==> config.mk <==
export PLATFORM = sky130hd
export DESIGN_NAME = dsr_ram
export DESIGN_NICKNAME = d
export VERILOG_FILES = /design/src/rtl/dsr_ram.sv
export SDC_FILE = /design/constraint.sdc
export NUM_CORES = 2
export LEC_CHECK = 0
export BUFFER_PORTS_ARGS = -buffer_cell sky130_fd_sc_hd__clkbuf_2
export CAP_MARGIN = 20
export CORE_MARGIN = 5
export CORE_UTILIZATION = 25
export DETAILED_ROUTE_END_ITERATION = 6
export PLACE_DENSITY_LB_ADDON = 0.05
export SLEW_MARGIN = 0
export SYNTH_ARGS = -nofsm -noshare
export SYNTH_HDL_FRONTEND = slang
export SYNTH_SLANG_ARGS = --single-unit
==> constraint.sdc <==
create_clock -name i_clk -period 9 [get_ports i_clk]
set_input_delay 2.25 -clock i_clk [delete_from_list [all_inputs] [get_ports i_clk]]
set_output_delay 2.25 -clock i_clk [all_outputs]
set_load 0.1 [all_outputs]
==> src/rtl/dsr_ram.sv <==
// ----------------------------------------------------------------------------
// dsr_ram
// Generic single-port-write, single-read RAM with registered read data.
// ----------------------------------------------------------------------------
module dsr_ram #(
    parameter int WIDTH = 64,
    parameter int DEPTH = 64
) (
    input  logic                     i_clk,
    input  logic                     i_we,
    input  logic [$clog2(DEPTH)-1:0] i_waddr,
    input  logic [WIDTH-1:0]         i_wdata,
    input  logic [$clog2(DEPTH)-1:0] i_raddr,
    output logic [WIDTH-1:0]         o_rdata
);
    logic [WIDTH-1:0] r_mem [DEPTH];

    always_ff @(posedge i_clk) begin
        if (i_we) begin
            r_mem[i_waddr] <= i_wdata;
        end
        o_rdata <= r_mem[i_raddr];
    end
endmodule

* After elaboration in Yosys (flattened, before gate mapping)
Memory sizes are Yosys's and may differ from the RTL's. A register that Yosys moved wholly into a read port is not among the register bits.
Index checks and enable logic that the tools add are counted.
** Word-level totals
- Flip-flop bits (word level) :: 0
- Memory bits (writable) :: 4096
- Input bits :: 78
- Output and inout port bits :: 64
- Logic and storage cells :: 3
- Memories :: 1
** Cells by class
- Mux-type cells :: 2
** Memories
- r_mem :: words 64, width 64, rd ports 1, clocked after memory_dff 1, write ports 1, line 16 : logic [WIDTH-1:0] r_mem [DEPTH];
** Operators with widths (count)
- 1-bit 2-to-1 mux :: 2

* Logic depth before layout (Yosys ltp)
- Word-level depth :: 2
- Depth in mapped cells :: 9
- Depth with buffers taken out :: 5

* Worst setup path after synthesis
Ideal clock, no wire load.
- Path type :: input-to-reg
- Start :: in i_waddr[3]
- End :: mem r_mem[48][0], enable pin
- Setup time :: 0.564 ns
- Arrival time :: 7.122 ns
- Required time :: 8.436 ns
- Slack :: 1.314 ns
- Stages on the path :: 4
- Path buffers :: 1
- Cell sequence :: clkbuf_1 -> nor2b_1 -> nand4b_1 -> nor3_1
** RTL lines
- from (decl) :: line 11 : input logic [$clog2(DEPTH)-1:0] i_waddr,
- to (decl) :: line 16
Straight into the memory's write port.

==> impl_results.html <==
<table>
<tr><th>Metric</th><th>Value</th></tr>
<tr><th colspan="2">Status</th></tr>
<tr><td>Status</td><td>completed</td></tr>
<tr><th colspan="2">Worst setup path</th></tr>
<tr><td>Worst path arrival time</td><td>5800 ps</td></tr>
<tr><td>Worst stage delay on the critical path</td><td>790 ps</td></tr>
<tr><td>Crit start category</td><td>input pin</td></tr>
<tr><td>Worst-path maximum fanout</td><td>91</td></tr>
<tr><td>Crit path max-delay cell type</td><td>o22ai_1</td></tr>
<tr><td>CP endpoint kind</td><td>flop</td></tr>
<tr><td>Critical Setup Path Class</td><td>input pin to flop</td></tr>
<tr><td>Top Family by Delay on Critical Path</td><td>compound AO/OA/AOI/OAI gates</td></tr>
<tr><td>Cells traversed along the worst timing path</td><td>buf_8 &gt; buf_12 &gt; mux4_2 &gt; mux2i_1 &gt; o22ai_1 &gt; a31oi_1 &gt; a211oi_1</td></tr>
<tr><td>Buffers and inverters on the worst path</td><td>2</td></tr>
<tr><td>Data required time at the worst endpoint</td><td>9840 ps</td></tr>
<tr><th colspan="2">Drt</th></tr>
<tr><td>Count of antenna-violating nets left after detailed routing</td><td>0</td></tr>
<tr><td>Total vias in the final route</td><td>74613</td></tr>
<tr><td>Total wire length</td><td>574000 um</td></tr>
<tr><td>DRC violation total after the first TritonRoute iteration</td><td>6167</td></tr>
<tr><td>Total iterations of the first detailed-routing run</td><td>5</td></tr>
<tr><td>Number of vias per cell</td><td>4.67</td></tr>
<tr><td>DRC violations left</td><td>0</td></tr>
<tr><td>Average wire per cell in the routed design</td><td>36.0 um</td></tr>
<tr><th colspan="2">Timing</th></tr>
<tr><td>Final clock skew</td><td>76.0 ps</td></tr>
<tr><td>Slew at the pin closest to its max-slew limit</td><td>1160 ps</td></tr>
<tr><td>Final setup violation count</td><td>0</td></tr>
<tr><td>Timing-limited maximum frequency</td><td>201 MHz</td></tr>
<tr><td>Slew headroom</td><td>22.9%</td></tr>
<tr><td>Period minus WS final</td><td>4970 ps</td></tr>
<tr><td>Share of the clock period used by the worst path after layout</td><td>55.2%</td></tr>
<tr><td>Setup total negative slack</td><td>0 ps</td></tr>
<tr><td>Total count of max-transition violations in the final report</td><td>0</td></tr>
<tr><td>Unrepaired setup endpoints after global routing</td><td>false</td></tr>
<tr><td>Hold Fails Final Rpt</td><td>0</td></tr>
<tr><th colspan="2">Clock network</th></tr>
<tr><td>TritonCTS Sinks</td><td>4160</td></tr>
<tr><td>CTS Hold Bufs</td><td>0</td></tr>
<tr><td>Total CTS buffers</td><td>483</td></tr>
<tr><td>Post-cts gate resize count</td><td>0</td></tr>
<tr><td>Buffers inserted by post-CTS timing repair</td><td>0</td></tr>
<tr><td>Maximum number of buffers from clock root to sink</td><td>4</td></tr>
<tr><td>Clock-pin slew on the worst setup and hold paths</td><td>60 ps</td></tr>
<tr><td>H-tree depth</td><td>5</td></tr>
<tr><td>CTS Root Cell</td><td>clkbuf_16</td></tr>
<tr><td>TritonCTS clock tree</td><td>done</td></tr>
<tr><td>Skew-Pair Late Insertion Delay</td><td>1040 ps</td></tr>
<tr><th colspan="2">Global route</th></tr>
<tr><td>Congestion Overflow GR</td><td>0</td></tr>
<tr><td>Antenna violations before repair</td><td>52</td></tr>
<tr><td>GRT Resource Usage Total</td><td>17.5%</td></tr>
<tr><td>Via count of the first global-routing pass</td><td>79679</td></tr>
<tr><td>First-pass GRT wire length</td><td>765000 um</td></tr>
<tr><td>Largest net degree at the start of global routing</td><td>92</td></tr>
<tr><th colspan="2">Yosys</th></tr>
<tr><td>Count of flip-flops with a built-in enable after synthesis</td><td>4096</td></tr>
<tr><td>Synthesis warning total</td><td>0</td></tr>
<tr><td>Most common cell in the netlist</td><td>edfxtp_1</td></tr>
<tr><td>Seq cells post-synth</td><td>4160</td></tr>
<tr><td>Count of different cell masters after synthesis</td><td>33</td></tr>
<tr><td>Avg Synthesized Cell Area</td><td>23.7 um2</td></tr>
<tr><td>Leading cell types by total area after synthesis</td><td>edfxtp_1 79%, mux4_2 15%, mux2i_1 0.86%, dfxtp_1 0.82%, a22oi_1 0.81%</td></tr>
<tr><td>Netlist Area Pre-Place</td><td>156000 um2</td></tr>
<tr><td>Commonest register cell after synthesis</td><td>edfxtp_1</td></tr>
<tr><td>Sequential cell area fraction in the yosys report</td><td>79.5%</td></tr>
<tr><td>Share of Yosys cell area claimed by the top area cell type</td><td>78.7%</td></tr>
<tr><td>Count of mapped cells out of synthesis</td><td>6598</td></tr>
<tr><td>Most frequent cells after synthesis</td><td>4096 x edfxtp_1, 1024 x mux4_2, 170 x buf_2</td></tr>
<tr><td>Net count of the mapped netlist</td><td>6676</td></tr>
<tr><td>Proportion of register bits with asynchronous set or reset after synthesis</td><td>0%</td></tr>
<tr><td>Cell accounting for the most synthesized area</td><td>edfxtp_1</td></tr>
<tr><th colspan="2">Placed design</th></tr>
<tr><td>PortBufs</td><td>141</td></tr>
<tr><td>Dpl cell area</td><td>170000 um2</td></tr>
<tr><td>Routability congestion estimate</td><td>0.709</td></tr>
<tr><td>HPWL after DPL</td><td>325000 um</td></tr>
<tr><th colspan="2">Job</th></tr>
<tr><td>Number of max-capacitance violations reported</td><td>0</td></tr>
<tr><th colspan="2">Die</th></tr>
<tr><td>Die Width</td><td>801 um</td></tr>
<tr><td>Site row count</td><td>290</td></tr>
<tr><td>I/O pin total</td><td>142</td></tr>
<tr><td>Effective utilization at floorplan</td><td>25.1%</td></tr>
<tr><td>Vertical extent of the die</td><td>801 um</td></tr>
<tr><td>Area of the die</td><td>641000 um2</td></tr>
<tr><td>Total core area</td><td>624000 um2</td></tr>
<tr><th colspan="2">Layout</th></tr>
<tr><td>Area Overhead vs Synth</td><td>18.5%</td></tr>
<tr><td>End-of-flow core utilization</td><td>29.7%</td></tr>
<tr><td>Net total in the final layout</td><td>7288</td></tr>
<tr><td>Share of layout cells above drive strength 1</td><td>30.3%</td></tr>
<tr><td>Post-route cell area</td><td>185000 um2</td></tr>
<tr><th colspan="2">Power</th></tr>
<tr><td>Leakage power</td><td>0.0568 uW</td></tr>
<tr><td>Power density relative to cell area</td><td>233 nW/um2</td></tr>
<tr><td>Worst voltage drop across the vdd grid</td><td>162 uV</td></tr>
<tr><th colspan="2">Min path</th></tr>
<tr><td>Hold Crit Class</td><td>flop to flop</td></tr>
</table>
## cells by family after synthesis
group / after synthesis / share of synthesized area [%]
buf+inv: 389 / 1.18
compound gates: 504 / 2.48
flops: 4160 / 79.5
mux: 1159 / 15.6
simple gates: 386 / 1.24
## per-layer routing
metal	part of all wire, %	track usage (%)	wire [um]	vias up
met3	3.6	1.95	20600	580
met2	50	30.0	285000	1705
met1	45	24.3	258000	42475
li1	-	-	-	29845
met4	1.7	2.90	9710	8
met5	0.0084	0	48	-
## final timing paths
kind | startpoint | endpoint | slack (ps) | cells past startpoint
worst min-delay path | r_mem[44][34] | o_rdata[34] | 850 | 4
worst max-delay path | i_raddr[1] | o_rdata[6] | 4030 | 7
worst max register to register | r_mem[54][6] | o_rdata[6] | 6540 | 5
worst min register to register | r_mem[44][34] | o_rdata[34] | 850 | 4
## worst min-delay path, delay by kind of cell (launching register included)
family          cells  cell delay, ps
simple gates        2             220
flops               1             320
mux                 1             220
compound gates      1              60
## registers in the layout, summed over array words and instances, names as in the netlist
name     flops
r_mem     4096
o_rdata     64
## cells in the final DEF (no fill, tap or decap), drive strengths merged, types with 2 or more instances in the layout
| master | count |
|---|---|
| inv | 28 |
| or2 | 28 |
| diode | 13 |
| nand4 | 2 |
| edfxtp | 4096 |
| a211oi | 63 |
| nand2 | 58 |
| nand3b | 2 |
| nand2b | 11 |
| o22ai | 83 |
| clkinvlp | 9 |
| clkinv | 204 |
| nor2b | 28 |
| clkbuf | 793 |
| nand3 | 45 |
| a22oi | 168 |
| nor2 | 112 |
| or3 | 29 |
| and3 | 64 |
| mux4 | 1024 |
| a22o | 88 |
| and2 | 3 |
| a2bb2oi | 19 |
| bufinv | 33 |
| mux2i | 135 |
| a41oi | 26 |
| o221ai | 38 |
| nor3 | 2 |
| buf | 360 |
| a31oi | 18 |
| dfxtp | 64 |
## power breakdown
part,switching (uW),total [uW],internal [uW]
clock network,8130,19300,11100
logic,1640,2340,700
registers,128,21600,21500
total,9900,43200,33300
## cell type report
type	instances	area, um2
fillers	60430	438000
flip-flops and latches	4160	124000
multi-input cells	2049	30800
clock buffers	656	13100
well taps	8322	10400
repair buffers	497	4180
clock inverters	255	2370
inverters	19	71.3
diodes	13	32.5
## stage by stage
step / hold WS, ps / power (uW) / std cells / setup slack (ps)
detailed placement: 841 / 24400 / 15037 / 2960
floorplan: 788 / 23200 / 6598 / 1310
global placement: 845 / 24400 / 15029 / 2900
global route: 883 / 44800 / 15959 / 4120
CTS: 844 / 43900 / 15948 / 4080
finish: 851 / 43200 / 15971 / 4030
Note: power is estimated with default switching activity, not from simulation.
